## config.mk

```make
export PLATFORM = sky130hd
export DESIGN_NAME = rxr_div_pipe
export DESIGN_NICKNAME = d
export VERILOG_FILES = /design/src/design/rxr_div_pipe.sv
export SDC_FILE = /design/constraint.sdc
export NUM_CORES = 2
export LEC_CHECK = 0
export BUFFER_PORTS_ARGS = -buffer_cell sky130_fd_sc_hd__buf_2
export CAP_MARGIN = 20
export CORE_ASPECT_RATIO = 1.75
export CORE_MARGIN = 2
export CORE_UTILIZATION = 64
export DETAILED_ROUTE_END_ITERATION = 6
export PLACE_DENSITY = 0.86
export SYNTH_ARGS = -nofsm -noshare
export SYNTH_HDL_FRONTEND = slang
export SYNTH_SLANG_ARGS = --single-unit
```

## constraint.sdc

```tcl
create_clock -name clk -period 5.3 [get_ports clk]
set_clock_uncertainty 0.15 [all_clocks]
set_input_delay 0.265 -clock clk [delete_from_list [all_inputs] [get_ports clk]]
set_output_delay 0.265 -clock clk [all_outputs]
set_load 0.02 [all_outputs]
```

## src/design/rxr_div_pipe.sv

```systemverilog
`default_nettype none
// Unsigned restoring divider, one quotient bit per stage.
// Expects num >> Q_W < den so that Q_W quotient bits suffice.
module rxr_div_pipe #(
	parameter int NUM_W = 48,
	parameter int DEN_W = 32,
	parameter int Q_W   = 17,
	parameter int SB_W  = 1
) (
	input  wire logic             clk,
	input  wire logic             arst_n,
	input  wire logic             en,
	input  wire logic             in_valid,
	input  wire logic [NUM_W-1:0] num,
	input  wire logic [DEN_W-1:0] den,
	input  wire logic [SB_W-1:0]  side,
	output logic                  out_valid,
	output logic [Q_W-1:0]        quo,
	output logic [SB_W-1:0]       out_side
);

	logic             v_s   [Q_W];
	logic [DEN_W-1:0] rem_s [Q_W];
	logic [Q_W-1:0]   lo_s  [Q_W];
	logic [Q_W-1:0]   quo_s [Q_W];
	logic [DEN_W-1:0] den_s [Q_W];
	logic [SB_W-1:0]  sb_s  [Q_W];

	logic [DEN_W+NUM_W-1:0] num_ext;
	assign num_ext = {{DEN_W{1'b0}}, num};

	for (genvar i = 0; i < Q_W; i++) begin : g_stage
		logic             pv;
		logic [DEN_W-1:0] prem;
		logic [DEN_W-1:0] pden;
		logic [Q_W-1:0]   plo;
		logic [Q_W-1:0]   pquo;
		logic [SB_W-1:0]  psb;
		logic [DEN_W:0]   trial;
		logic [DEN_W:0]   diff;

		if (i == 0) begin : g_first
			assign pv   = in_valid;
			assign prem = num_ext[Q_W +: DEN_W];
			assign plo  = num[Q_W-1:0];
			assign pquo = '0;
			assign pden = den;
			assign psb  = side;
		end else begin : g_next
			assign pv   = v_s[i-1];
			assign prem = rem_s[i-1];
			assign plo  = lo_s[i-1];
			assign pquo = quo_s[i-1];
			assign pden = den_s[i-1];
			assign psb  = sb_s[i-1];
		end

		assign trial = {prem, plo[Q_W-1]};
		assign diff  = trial - {1'b0, pden};

		always_ff @(posedge clk or negedge arst_n) begin
			if (!arst_n) begin
				v_s[i] <= 1'b0;
			end else if (en) begin
				v_s[i] <= pv;
			end
		end

		always_ff @(posedge clk) begin
			if (en) begin
				if (!diff[DEN_W]) begin
					rem_s[i] <= diff[DEN_W-1:0];
					quo_s[i] <= {pquo[Q_W-2:0], 1'b1};
				end else begin
					rem_s[i] <= trial[DEN_W-1:0];
					quo_s[i] <= {pquo[Q_W-2:0], 1'b0};
				end
				lo_s[i]  <= {plo[Q_W-2:0], 1'b0};
				den_s[i] <= pden;
				sb_s[i]  <= psb;
			end
		end
	end

	assign out_valid = v_s[Q_W-1];
	assign quo       = quo_s[Q_W-1];
	assign out_side  = sb_s[Q_W-1];

endmodule
`default_nettype wire

```

## After elaboration in Yosys (flattened, before gate mapping)

Memory sizes are Yosys's and may differ from the RTL's.
Index checks and enable logic that the tools add are counted.
Widths: inputs -> output; s select.

| word-level totals | value |
|---|---|
| output and inout port bits | 19 |
| memories | 5 |
| input bits | 85 |
| flip-flop bits (word level) | 17 |
| RAM bits | 1666 |

Memory list:

| name | depth | bits a word | rd ports | clocked after Yosys merged registers in | write ports | RTL line | text |
|---|---|---|---|---|---|---|---|
| den_s | 17 | 32 | 16 | 0 | 17 | 26 | `logic [DEN_W-1:0] den_s [Q_W];` |
| rem_s | 17 | 32 | 16 | 0 | 17 | 23 | `logic [DEN_W-1:0] rem_s [Q_W];` |
| quo_s | 17 | 17 | 17 | 0 | 17 | 25 | `logic [Q_W-1:0] quo_s [Q_W];` |
| lo_s | 17 | 16 | 16 | 0 | 17 | 24 | `logic [Q_W-1:0] lo_s [Q_W];` |
| sb_s | 17 | 1 | 17 | 0 | 17 | 27 | `logic [SB_W-1:0] sb_s [Q_W];` |

| cells by class | value |
|---|---|
| add/subtract/negate cells | 17 |
| bitwise operators | 34 |
| muxes and demuxes | 138 |

Operators by type and width:

| operator | count |
|---|---|
| $mux 32 | 17 |
| $sub 33x32->33 | 16 |
| $mux 17 | 17 |
| $mux 1 | 104 |
| $or 1x1->1 | 34 |
| $sub 32x32->33 | 1 |

## Longest topological paths before layout

An unclocked memory read counts as a cell.

| logic depth | value |
|---|---|
| word-level depth | 6 |
| gate-level depth with buffers | 16 |
| depth with buffers taken out | 15 |

## Worst setup path after synthesis

OpenSTA, ideal clock, no wires.

| timing path | value |
|---|---|
| path kind | register to register |
| start | mem lo_s[0][47] (netlist bit) |
| end | mem rem_s[3][5], data pin |
| slack | 1293 ps |
| required time | 4890 ps |
| path buffers | 1 |
| period minus slack after synthesis | 4007 ps |
| setup time | 260 ps |
| arrival | 3597 ps |
| stages on the path, launching flop included | 15 |
| cell sequence | edfxtp_1 inv_1 ha_1 inv_1 fa_1 a21o_1 a21oi_1 o21a_1 o311ai_1 o31a_1 a31o_2 a41oi_1 mux2i_1 buf_2 mux2_2 |

RTL lines:

| what | RTL line |
|---|---|
| start: declaration | 24 |
| end: declaration | 23 |

==> qor.yml <==
outcome: "finished clean"
cts.sinks: 1347
synth_largest_area_cell: "edfxtp_1"
max_freq_ghz: 0.201
firstDrtPassIters: 6
stdcell_count: 8267
power_frac_seq_pct: 34.6
rsz0062_at_grt: "false"
nets: 7297
yosysSeqAreaShare_pct: 53.9
rr_startpoint: "lo_s[0][111]"
wl_um: 169000
pin_count: 104
timing.rr.end: "rem_s[7][28]"
hpwl_um: 126000
startpoint_type: "flip-flop"
avgViaCountPerCell: 6.09
period_share_pct: 93.8
cts_max_level: 3
grt_overflow: 0
hold_viol_final: 0
ys_ff_latch: 1347
dp.cells: 7959
drive_above_1_share_pct: 10.3
synthCells: 6423
min_to: "lo_s[0][12]"
numCtsBuffers: 119
hold_path_class: "input port to flip-flop"
via_count: 50326
clk_path_buf_depth: 3
seq_area_mm2: 0.0404
p_leak_nw: 34.0
synth.most_common_cell: "edfxtp_1"
synth.avg_cell_area_um2: 11.7
grt_pass1_vias: 53822
whs_path_depth: 2
final.min_clock_period_ns: 4.97
dieArea_mm2: 0.120
setup_viol: 0
fillers: 7852
synth.area.top_cells: "edfxtp_1 (53%), ha_1 (9.1%), mux2_2 (3.9%)"
clock_latency_ns: 0.77
gp_congestion: 0.947
timing.setup.tns_ns: 0
start_util_pct: 64.3
endpoint_kind: "flip-flop"
switching_share_pct: 37.1
max-slew-margin-rel_pct: 27.6
p_sw_mw: 18.2
grt_pass1_wl_um: 265000
hold_ws_ns: 0.0690
p_per_area_mw_per_mm2: 597
core_mm2: 0.117
final_antenna_net_count: 0
wire_per_inst_um: 20.4
grt_antenna_before_repair: 2
critPathMaxFanout: 30
synthArstFlopShare_pct: 1.26
cts_resized: 0
rows: 166
worst_ir_drop_vdd_mv: 0.359
syn-num-nets: 7067
p_int_mw: 30.9
syn_area_mm2: 0.0749
tightest_slew_ns: 1.08
rrSetupSlack_ns: 0.33
ys_top_cells_by_count: "edfxtp_1 (1,329), inv_1 (693), ha_1 (543), a21oi_1 (453), o21ai_0 (388)"
min-delay-start: "num[12]"
port_buffers: 103
ys.flop_type: "edfxtp_1"
multi_input_area_mm2: 0.0313
grt.total_usage_pct: 28.0
power.share.clock_pct: 18.3
syn2layout_area_growth_pct: 9.91
cp.required_ns: 5.64
die_width_um: 263
cts_tree: "done"
combPwrFrac_pct: 47.1
synth-edff-count: 1329
die_y_um: 456
drv_cap: 0
synth_top_cell_area_share_pct: 53.3
drc: 0
grt_max_degree: 171
ys_types: 101
drt_iter0_drc: 3321
yosys_warnings: 0
slew_violations: 0
cts_root_buf: "clkbuf_16"
clkSlewWorstSetupHoldPaths_ns: 0.06
arrival_ns: 5.32
r2r_cells: 17
path_class: "flip-flop to flip-flop"
## layer usage
metal	global-route usage, %	routed length (um)	share of wire [%]	vias up
met5	0	13	0.0077	-
met4	23.5	15500	9.2	2
met3	3.15	5070	3.0	681
met2	58.7	99100	59	1405
met1	21.6	49100	29	24206
li1	-	-	-	24032
## through the flow
stage / total power, mW / setup WS [ns] / cell area, um^2 / util (%)
floorplan: 33.8 / 1.29 / 74900 / -
global placement: 38.9 / 0.488 / 77400 / 66.4
detailed placement: 39.9 / 0.469 / 77400 / 66.4
CTS: 49.0 / 0.347 / 82300 / 70.6
global route: 52.1 / 0.162 / 82300 / 70.6
finish: 49.2 / 0.329 / 82300 / 70.6
## layout by cell type (no fill, tap or decap), types with 87 or more instances in the layout
cell type,n
a21o_1,263
a21oi_1,452
buf_2,102
clkbuf_16,119
edfxtp_1,1329
ha_1,543
inv_1,693
mux2_2,256
nand2_1,385
nor2_1,341
nor3_1,87
o21a_1,105
o21ai_0,388
xnor2_1,248
xor2_1,162
## cell families (layout without fill, tap and decap cells)
family	after synthesis	after routing	synth area share [%]
simple gates	1260	1260	7.98
buf+inv	843	1174	4.40
fa+ha+maj	559	559	9.50
xor+xnor	412	412	4.84
compound gates	1683	1683	14.5
flops	1347	1347	53.9
mux	319	319	4.90
other cells	0	1	0
## cell type report
class                           instances  share of cell area (%)
Sequential cell                      1347                    49.0
Inverter                              697                    3.18
Clock inverter                         75                    1.05
Clock buffer                          147                    3.82
Timing Repair Buffer                  255                    2.56
Multi-Input combinational cell       4233                    38.0
Tap cell                             1512                    2.30
Antenna cell                            1                 0.00304
## power by group through the flow
stage          registers, mW  clock network, mW  logic (mW)
6_report                17.0               8.98        23.1
5_1_grt                 17.3               9.49        25.3
4_1_cts                 17.0               9.08        23.0
3_5_place_dp            17.2                  0        22.7
3_3_place_gp            17.1                  0        21.9
2_1_floorplan           16.6                  0        17.2
## how the worst max path moves through the flow
stage	end	from	slack, ns
after floorplan	rem_s[3][5]	lo_s[0][47]	1.29
after global placement	rem_s[13][10]	lo_s[0][207]	0.49
after detailed placement	rem_s[13][8]	lo_s[0][207]	0.47
after CTS	rem_s[7][28]	lo_s[0][111]	0.35
after global routing	rem_s[10][7]	lo_s[0][159]	0.16
final	rem_s[7][28]	lo_s[0][111]	0.33
## critical path, cell delays in order, from the launching register on
cell	delay [ns]
edfxtp_1	0.38
inv_1	0.11
ha_1	0.21
inv_1	0.08
fa_1	0.42
a21o_1	0.18
a21oi_1	0.28
o21ai_0	0.23
a2111oi_0	0.44
buf_4	0.21
nor3_1	0.06
nor2_1	0.43
a21oi_1	0.33
o21a_1	0.32
o21a_1	0.23
inv_2	0.08
buf_12	0.21
mux2_2	0.37
## state kept, by name (all words and copies together) (netlist names)
register	flops
den_s	512
rem_s	512
quo_s	153
lo_s	136
sb_s	17
g_stage.pv	16
out_valid	1
## timing repair
action / in CTS / in global routing
setup buffers: 0 / 0
hold buffers: 85 / 0
endpoints found under the hold margin: 209 / 0
Note: power is estimated with default switching activity, not from simulation.
