## src/design/rxr_pkg.sv

```systemverilog
`default_nettype none
package rxr_pkg;

	localparam int FRAC_BITS_DEF = 16;
	localparam int WORD_W        = 32;
	localparam int TEX_BITS      = 16;
	localparam int TEX_W         = TEX_BITS + 1;
	localparam int CFG_ADDR_W    = 5;
	localparam int CFG_IDX_W     = 3;

	typedef enum logic [CFG_IDX_W-1:0] {
		REG_PLANE_Y = 3'd0,
		REG_X_LOW   = 3'd1,
		REG_X_HIGH  = 3'd2,
		REG_Z_LOW   = 3'd3,
		REG_Z_HIGH  = 3'd4
	} cfg_reg_t;

	typedef struct packed {
		logic signed [WORD_W-1:0] plane_y;
		logic signed [WORD_W-1:0] x_low;
		logic signed [WORD_W-1:0] x_high;
		logic signed [WORD_W-1:0] z_low;
		logic signed [WORD_W-1:0] z_high;
	} cfg_t;

	typedef struct packed {
		logic signed [WORD_W-1:0] origin_x;
		logic signed [WORD_W-1:0] origin_y;
		logic signed [WORD_W-1:0] origin_z;
		logic signed [WORD_W-1:0] dir_x;
		logic signed [WORD_W-1:0] dir_y;
		logic signed [WORD_W-1:0] dir_z;
		logic signed [WORD_W-1:0] t_min;
		logic signed [WORD_W-1:0] t_max;
	} ray_in_t;

	typedef struct packed {
		logic                     hit;
		logic signed [WORD_W-1:0] hit_t;
		logic [TEX_W-1:0]         tex_u;
		logic [TEX_W-1:0]         tex_v;
		logic                     front_face;
		logic                     normal_down;
		logic signed [WORD_W-1:0] point_x;
		logic signed [WORD_W-1:0] point_y;
		logic signed [WORD_W-1:0] point_z;
	} ray_out_t;

	// sideband through the t divider
	typedef struct packed {
		ray_in_t ray;
		logic    dy_zero;
		logic    neg;
	} tdiv_sb_t;

	// sideband through the u texture divider
	typedef struct packed {
		logic              miss;
		logic              zw_u;
		logic              dy_neg;
		logic [WORD_W-1:0] t;
		logic [WORD_W-1:0] x;
		logic [WORD_W-1:0] y;
		logic [WORD_W-1:0] z;
	} tail_t;

endpackage
`default_nettype wire

```

## src/design/rxr_cfg.sv

```systemverilog
`default_nettype none
module rxr_cfg (
	input  wire logic                           clk,
	input  wire logic                           arst_n,
	input  wire logic                           psel,
	input  wire logic                           penable,
	input  wire logic                           pwrite,
	input  wire logic [rxr_pkg::CFG_ADDR_W-1:0] paddr,
	input  wire logic [rxr_pkg::WORD_W-1:0]     pwdata,
	output logic [rxr_pkg::WORD_W-1:0]          prdata,
	output logic                                pready,
	output rxr_pkg::cfg_t                       cfg
);

	rxr_pkg::cfg_t     cfg_q;
	rxr_pkg::cfg_reg_t idx;

	assign idx    = rxr_pkg::cfg_reg_t'(paddr[rxr_pkg::CFG_ADDR_W-1:2]);
	assign pready = 1'b1;
	assign cfg    = cfg_q;

	always_ff @(posedge clk or negedge arst_n) begin
		if (!arst_n) begin
			cfg_q <= '0;
		end else if (psel && penable && pwrite) begin
			case (idx)
				rxr_pkg::REG_PLANE_Y: cfg_q.plane_y <= pwdata;
				rxr_pkg::REG_X_LOW:   cfg_q.x_low   <= pwdata;
				rxr_pkg::REG_X_HIGH:  cfg_q.x_high  <= pwdata;
				rxr_pkg::REG_Z_LOW:   cfg_q.z_low   <= pwdata;
				rxr_pkg::REG_Z_HIGH:  cfg_q.z_high  <= pwdata;
				default: ;
			endcase
		end
	end

	always_comb begin
		case (idx)
			rxr_pkg::REG_PLANE_Y: prdata = cfg_q.plane_y;
			rxr_pkg::REG_X_LOW:   prdata = cfg_q.x_low;
			rxr_pkg::REG_X_HIGH:  prdata = cfg_q.x_high;
			rxr_pkg::REG_Z_LOW:   prdata = cfg_q.z_low;
			rxr_pkg::REG_Z_HIGH:  prdata = cfg_q.z_high;
			default:              prdata = '0;
		endcase
	end

endmodule
`default_nettype wire

```

## config.mk

```make
export PLATFORM = sky130hd
export DESIGN_NAME = rxr_cfg
export DESIGN_NICKNAME = d
export VERILOG_FILES = /design/src/design/rxr_pkg.sv /design/src/design/rxr_cfg.sv
export SDC_FILE = /design/constraint.sdc
export NUM_CORES = 1
export LEC_CHECK = 0
export BUFFER_PORTS_ARGS = -buffer_cell sky130_fd_sc_hd__buf_2
export CORE_UTILIZATION = 51
export DETAILED_ROUTE_END_ITERATION = 10
export PLACE_DENSITY = 0.86
export SETUP_SLACK_MARGIN = 0.2
export SLEW_MARGIN = 40
export SYNTH_ARGS = -nofsm -noshare
export SYNTH_HDL_FRONTEND = slang
export SYNTH_SLANG_ARGS = --single-unit
```

## constraint.sdc

```tcl
create_clock -name clk -period 2.2 [get_ports clk]
set_input_delay 0.44 -clock clk [delete_from_list [all_inputs] [get_ports clk]]
set_output_delay 0.44 -clock clk [all_outputs]
set_load 0.005 [all_outputs]
```

==> Word level (Yosys, flattened, before mapping) <==
Index checks and enable logic that the tools add are counted.
{ "word_totals": {"reg_bits": 160, "latch_bits": 0, "mem_bits_rw": 0, "mem_bits_ro": 0, "in_bits": 42, "out_inout_bits": 193, "elab_cells": 18, "memories": 0} }
{ "classes": {"add_sub_neg": 0, "n_mul": 0, "div_mod_pow": 0, "magnitude_cmp": 0, "eq_ne": 4, "n_shift": 0, "muxes": 1, "bitwise": 0, "reduce_logical": 8} }
{ "op_table": {"columns": ["operator", "n"], "rows": [
  ["$pmux 32 s5", 1],
  ["$reduce_and 2->1", 5],
  ["$eq 3x2->1 const B", 2],
  ["$eq 3x1->1 const B", 1],
  ["$eq 3x3->1 const B", 1],
  ["$logic_not 3->1", 1],
  ["$logic_and 1x1->1", 2]
]} }

==> Logic depth before layout (Yosys ltp) <==
{ "logic_depth": {"word_depth": 3, "mapped_depth": 6, "mapped_depth_nobuf": 3} }

==> Worst setup path after synthesis <==
No wires, ideal clock.
{ "synth_timing": {"path_kind": "in2out", "start": "input paddr[2] (netlist name)", "end": "output prdata[10] (netlist name)", "arrival_time_ns": 1.567, "required_ns": 1.760, "setup_slack_ns": 0.193, "stages": 5, "path_buffers": 2, "cell_sequence": "buf_2 clkbuf_1 mux2_2 a32oi_1 o21ai_0"} }
{ "synth_between": {"elab_chain_cells": 2, "elab_cells_between_ends": 6, "cone_classes": "eq/ne (4); mux (1); reduce/logical (1)"} }
{ "synth_lines": {"columns": ["item", "line", "rtl"], "rows": [
  ["start: declaration", "rxr_cfg.sv:8", "input wire logic [rxr_pkg::CFG_ADDR_W-1:0] paddr,"],
  ["$eq 3x3->1, or another cell as far along", "rxr_cfg.sv:38", "case (idx)"],
  ["$pmux 32 s5 *", "rxr_cfg.sv:38", null],
  ["end: declaration", "rxr_cfg.sv:10", "output logic [rxr_pkg::WORD_W-1:0] prdata,"]
]} }
Mark *: on every way between the ends. The rest lies on a longest branch, timed or not.

==> Worst setup path in the final report <==
{ "layout_timing": {"start": "register cfg_q, in the netlist cfg[48]", "end": "output prdata[16] (netlist name)"} }
{ "layout_between": {"elab_chain_cells": 1} }
{ "layout_lines": {"columns": ["item", "line", "rtl"], "rows": [
  ["start: declaration", "rxr_cfg.sv:15", "rxr_pkg::cfg_t cfg_q;"],
  ["$pmux 32 s5", "rxr_cfg.sv:38", null]
]} }
Every way passes these cells.

==> flow_summary.html <==
<table>
<tr><th>Metric</th><th>Value</th></tr>
<tr><th colspan="2">Worst setup path</th></tr>
<tr><td>Worst reg2reg path startpoint</td><td>cfg[51]</td></tr>
<tr><td>CP Max Fanout</td><td>3</td></tr>
<tr><td>Destination of the worst register-to-register timing path</td><td>cfg[51]</td></tr>
<tr><td>Buffers plus inverters on the worst setup path</td><td>1</td></tr>
<tr><td>Endpoint class of the critical path</td><td>primary output</td></tr>
<tr><td>Startpoint-to-endpoint class of the critical path</td><td>reg -&gt; out</td></tr>
<tr><td>Chain of cells forming the critical path</td><td>mux2_2, a32oi_2, o21ai_1, buf_2</td></tr>
<tr><td>Required time worst endpoint</td><td>1.76 ns</td></tr>
<tr><td>Worst reg-to-reg path cell count</td><td>2</td></tr>
<tr><td>Sort of element at the start of the critical path</td><td>flip-flop</td></tr>
<tr><td>Slowest stage cell, crit path</td><td>dfrtp_1</td></tr>
<tr><td>Category of cells accounting for the largest share of critical-path delay</td><td>flip-flops</td></tr>
<tr><td>Largest stage delay on the critical path</td><td>0.40 ns</td></tr>
<tr><td>Number of cells on the critical path</td><td>4</td></tr>
<tr><td>CP Data Arrival Time</td><td>1.54 ns</td></tr>
<tr><td>R2r setup slk</td><td>1.28 ns</td></tr>
<tr><th colspan="2">Synth</th></tr>
<tr><td>XOR/XNOR Fraction of Synth Area</td><td>0</td></tr>
<tr><td>Synth Register Bits</td><td>160</td></tr>
<tr><td>Number of distinct library cells after synthesis</td><td>24</td></tr>
<tr><td>Average cell area after synthesis</td><td>14.46 um^2</td></tr>
<tr><td>Number of cells produced by synthesis</td><td>505</td></tr>
<tr><td>Post-synthesis adder-cell area fraction</td><td>0</td></tr>
<tr><td>Combinational family with the most area after synthesis</td><td>multiplexers</td></tr>
<tr><td>Share of synthesized cell area in and, or, nand and nor gates</td><td>0.01439</td></tr>
<tr><td>Cell area after technology mapping</td><td>7305 um^2</td></tr>
<tr><td>Compound-Gate Fraction of Synth Area</td><td>0.09335</td></tr>
<tr><td>Sequential cell area fraction in the yosys report</td><td>0.5481</td></tr>
<tr><td>Multiplexer fraction of the synthesized cell area</td><td>0.3114</td></tr>
<tr><td>Ys Warns</td><td>0</td></tr>
<tr><td>Syn Nets</td><td>547</td></tr>
<tr><th colspan="2">Global route</th></tr>
<tr><td>Number of global-route vias before repair</td><td>5902</td></tr>
<tr><td>Global-route wire length before repair</td><td>33400 um</td></tr>
<tr><td>Largest net degree at the start of global routing</td><td>59</td></tr>
<tr><td>Total global-route track usage</td><td>0.3093</td></tr>
<tr><td>Number of antenna violations at the first check in global routing</td><td>0</td></tr>
<tr><td>Total gr overflow</td><td>0</td></tr>
<tr><th colspan="2">Final layout</th></tr>
<tr><td>Combined area of the multi-input logic cells</td><td>3182 um^2</td></tr>
<tr><td>Number of inserted filler cells in the final layout</td><td>894</td></tr>
<tr><td>Share of cells above drive strength 1</td><td>0.6714</td></tr>
<tr><td>Largest register FFs</td><td>160</td></tr>
<tr><td>Cell area after layout</td><td>9986 um^2</td></tr>
<tr><td>Commonest non-fill, non-tap cells in the layout</td><td>buf_2, mux2_2, dfrtp_1, mux2_4, a22oi_1</td></tr>
<tr><td>Most common cell after layout, fill and taps aside</td><td>buf_2</td></tr>
<tr><td>Final core utilization</td><td>0.7166</td></tr>
<tr><td>Number of antenna repair diodes</td><td>0</td></tr>
<tr><td>Final #Nets</td><td>809</td></tr>
<tr><td>Area overhead of the layout relative to synthesis</td><td>36.71%</td></tr>
<tr><td>Register Area</td><td>4004 um^2</td></tr>
<tr><td>Number of standard cells in the final layout excluding fillers</td><td>959</td></tr>
<tr><th colspan="2">Pwr</th></tr>
<tr><td>Lkg Pwr</td><td>5.050 nW</td></tr>
<tr><td>Worst vdd rail ir drop</td><td>0.6564 mV</td></tr>
<tr><td>Final total power</td><td>9.300 mW</td></tr>
<tr><td>P per Cell Area</td><td>931.3 nW/um^2</td></tr>
<tr><th colspan="2">Route</th></tr>
<tr><td>DRC violations left</td><td>0</td></tr>
<tr><td>Number of nets with antenna violations after routing</td><td>0</td></tr>
<tr><td>Drt via density</td><td>6.103</td></tr>
<tr><td>Total wire length</td><td>23110 um</td></tr>
<tr><td>Via count</td><td>5853</td></tr>
<tr><td>First-pass iteration count of the detailed router</td><td>5</td></tr>
<tr><td>Mean routed wirelength per cell</td><td>24.09 um</td></tr>
<tr><td>Number of DRC violations after detailed-routing iteration 0</td><td>425</td></tr>
<tr><th colspan="2">Place</th></tr>
<tr><td>DP Cell Count</td><td>904</td></tr>
<tr><td>Setup slack at placement</td><td>0.08211 ns</td></tr>
<tr><td>Gpl congestion</td><td>0.8307</td></tr>
<tr><td>Half-perimeter wire length after placement</td><td>14090 um</td></tr>
<tr><td>Total of buffers placed on input and output ports</td><td>231</td></tr>
<tr><td>Placed instance area</td><td>8881 um^2</td></tr>
<tr><th colspan="2">Hold path</th></tr>
<tr><td>Worst Hold Path Cells</td><td>2</td></tr>
<tr><td>Startpoint of the worst hold path</td><td>pwdata[27]</td></tr>
<tr><td>Class of the tightest hold or removal check</td><td>in -&gt; reg</td></tr>
<tr><td>Hold Crit Endpoint</td><td>cfg[155]</td></tr>
<tr><th colspan="2">Clock network</th></tr>
<tr><td>TritonCTS clock tree</td><td>built</td></tr>
<tr><td>Cts bufs inserted</td><td>17</td></tr>
<tr><td>Later-pin clock latency in the skew report</td><td>0.42 ns</td></tr>
<tr><td>Clock tree root driver cell</td><td>clkbuf_16</td></tr>
<tr><td>Maximum buffer depth of the clock tree</td><td>2</td></tr>
<tr><td>Clock transition at path regs</td><td>0.06 ns</td></tr>
<tr><td>Number of H-tree levels</td><td>4</td></tr>
<tr><td>Num Clock Sinks</td><td>160</td></tr>
<tr><th colspan="2">Floorplanning</th></tr>
<tr><td>Width of the chip</td><td>121.7 um</td></tr>
<tr><td>Boundary pin count</td><td>235</td></tr>
<tr><td>Vertical die dimension</td><td>121.7 um</td></tr>
<tr><td>Effective utilization at floorplan</td><td>0.5242</td></tr>
<tr><td>Standard-cell rows</td><td>43</td></tr>
<tr><td>Floorplan core area</td><td>13930 um^2</td></tr>
<tr><td>Total die area</td><td>14800 um^2</td></tr>
<tr><th colspan="2">Timing</th></tr>
<tr><td>Minimum hold slack</td><td>0.3048 ns</td></tr>
<tr><td>Worst setup skew after layout</td><td>0 ns</td></tr>
<tr><td>Final worst path period share</td><td>0.9012</td></tr>
<tr><td>Total setup violations reported at the end of the flow</td><td>0</td></tr>
<tr><td>Final setup margin</td><td>0.2175 ns</td></tr>
<tr><td>Clock period minus final worst setup slack</td><td>1.983 ns</td></tr>
<tr><td>RSZ-0062 raised after global routing</td><td>yes</td></tr>
<tr><td>Fmax</td><td>504.4 MHz</td></tr>
<tr><td>Count of endpoints failing hold in the final timing report</td><td>0</td></tr>
<tr><td>Max-slew violation total from the final report</td><td>0</td></tr>
<tr><td>Setup_tns</td><td>0 ns</td></tr>
<tr><th colspan="2">Run</th></tr>
<tr><td>Max-cap violations</td><td>0</td></tr>
<tr><th colspan="2">Run status</th></tr>
<tr><td>Status</td><td>completed</td></tr>
</table>
## power breakdown
part	internal, mW	switching, mW
clock network	1.95	1.16
logic	1.27	0.906
registers	3.52	0.492
## Yosys cell counts
master	instances	share of area
mux2_2	161	0.25
dfrtp_1	160	0.55
a32oi_1	32	0.038
o21ai_0	32	0.022
a22oi_1	31	0.032
mux2_4	30	0.062
clkbuf_1	19	0.0098
buf_4	11	0.011
buf_2	8	0.0055
buf_6	3	0.0046
nand2_1	2	0.0010
nor2_1	2	0.0010
nor2b_1	2	0.0017
nor3b_2	2	0.0034
a2bb2oi_1	1	0.0012
and2b_1	1	0.0010
buf_1	1	0.00051
conb_1	1	0.00051
inv_1	1	0.00051
mux2_1	1	0.0015
nand3_1	1	0.00068
nand4b_4	1	0.0033
nor3_2	1	0.0014
or3_1	1	0.00086
## repair_timing
item,4_1_cts,5_1_grt
buffers inserted,3,12
cloned,4,4
resized for setup,14,39
pin swaps,1,4
hold buffers,1,0
setup endpoints to repair,32,32
hold endpoints to repair,40,0
## cell families (layout without fill, tap and decap cells)
group                  Yosys count  in the layout
DFF                            160            160
muxes                          192            192
other                            1              1
and+or+nand+nor                 13             13
buffers and inverters           43            317
AOI/OAI and AO/OA               96             96
## per-layer routing
layer | vias up | GRT usage | share of wire
li1 | 2447 | - | -
met4 | 0 | 0.1474 | 0.035
met1 | 2973 | 0.3854 | 0.40
met2 | 358 | 0.5053 | 0.48
met5 | - | 0 | 0
met3 | 75 | 0.07678 | 0.079
## worst max-delay path by stage
stage | startpoint | slack [ns] | to
3_3_place_gp | paddr[3] | -0.07 | prdata[13]
4_1_cts | paddr[2] | 0.18 | prdata[28]
6_report | cfg[48] | 0.22 | prdata[16]
5_1_grt | cfg[79] | 0.16 | prdata[15]
2_1_floorplan | paddr[2] | 0.19 | prdata[10]
3_5_place_dp | paddr[2] | 0.08 | prdata[13]
## layout make-up
class	count	share of cell area
tap	180	0.02255
multi-input combinational	302	0.3186
timing repair buffer	285	0.1953
sequential	160	0.4010
inverter	1	0.0003759
clock inverter	10	0.01604
clock buffer	21	0.04611
Note: power is estimated with default switching activity, not from simulation.
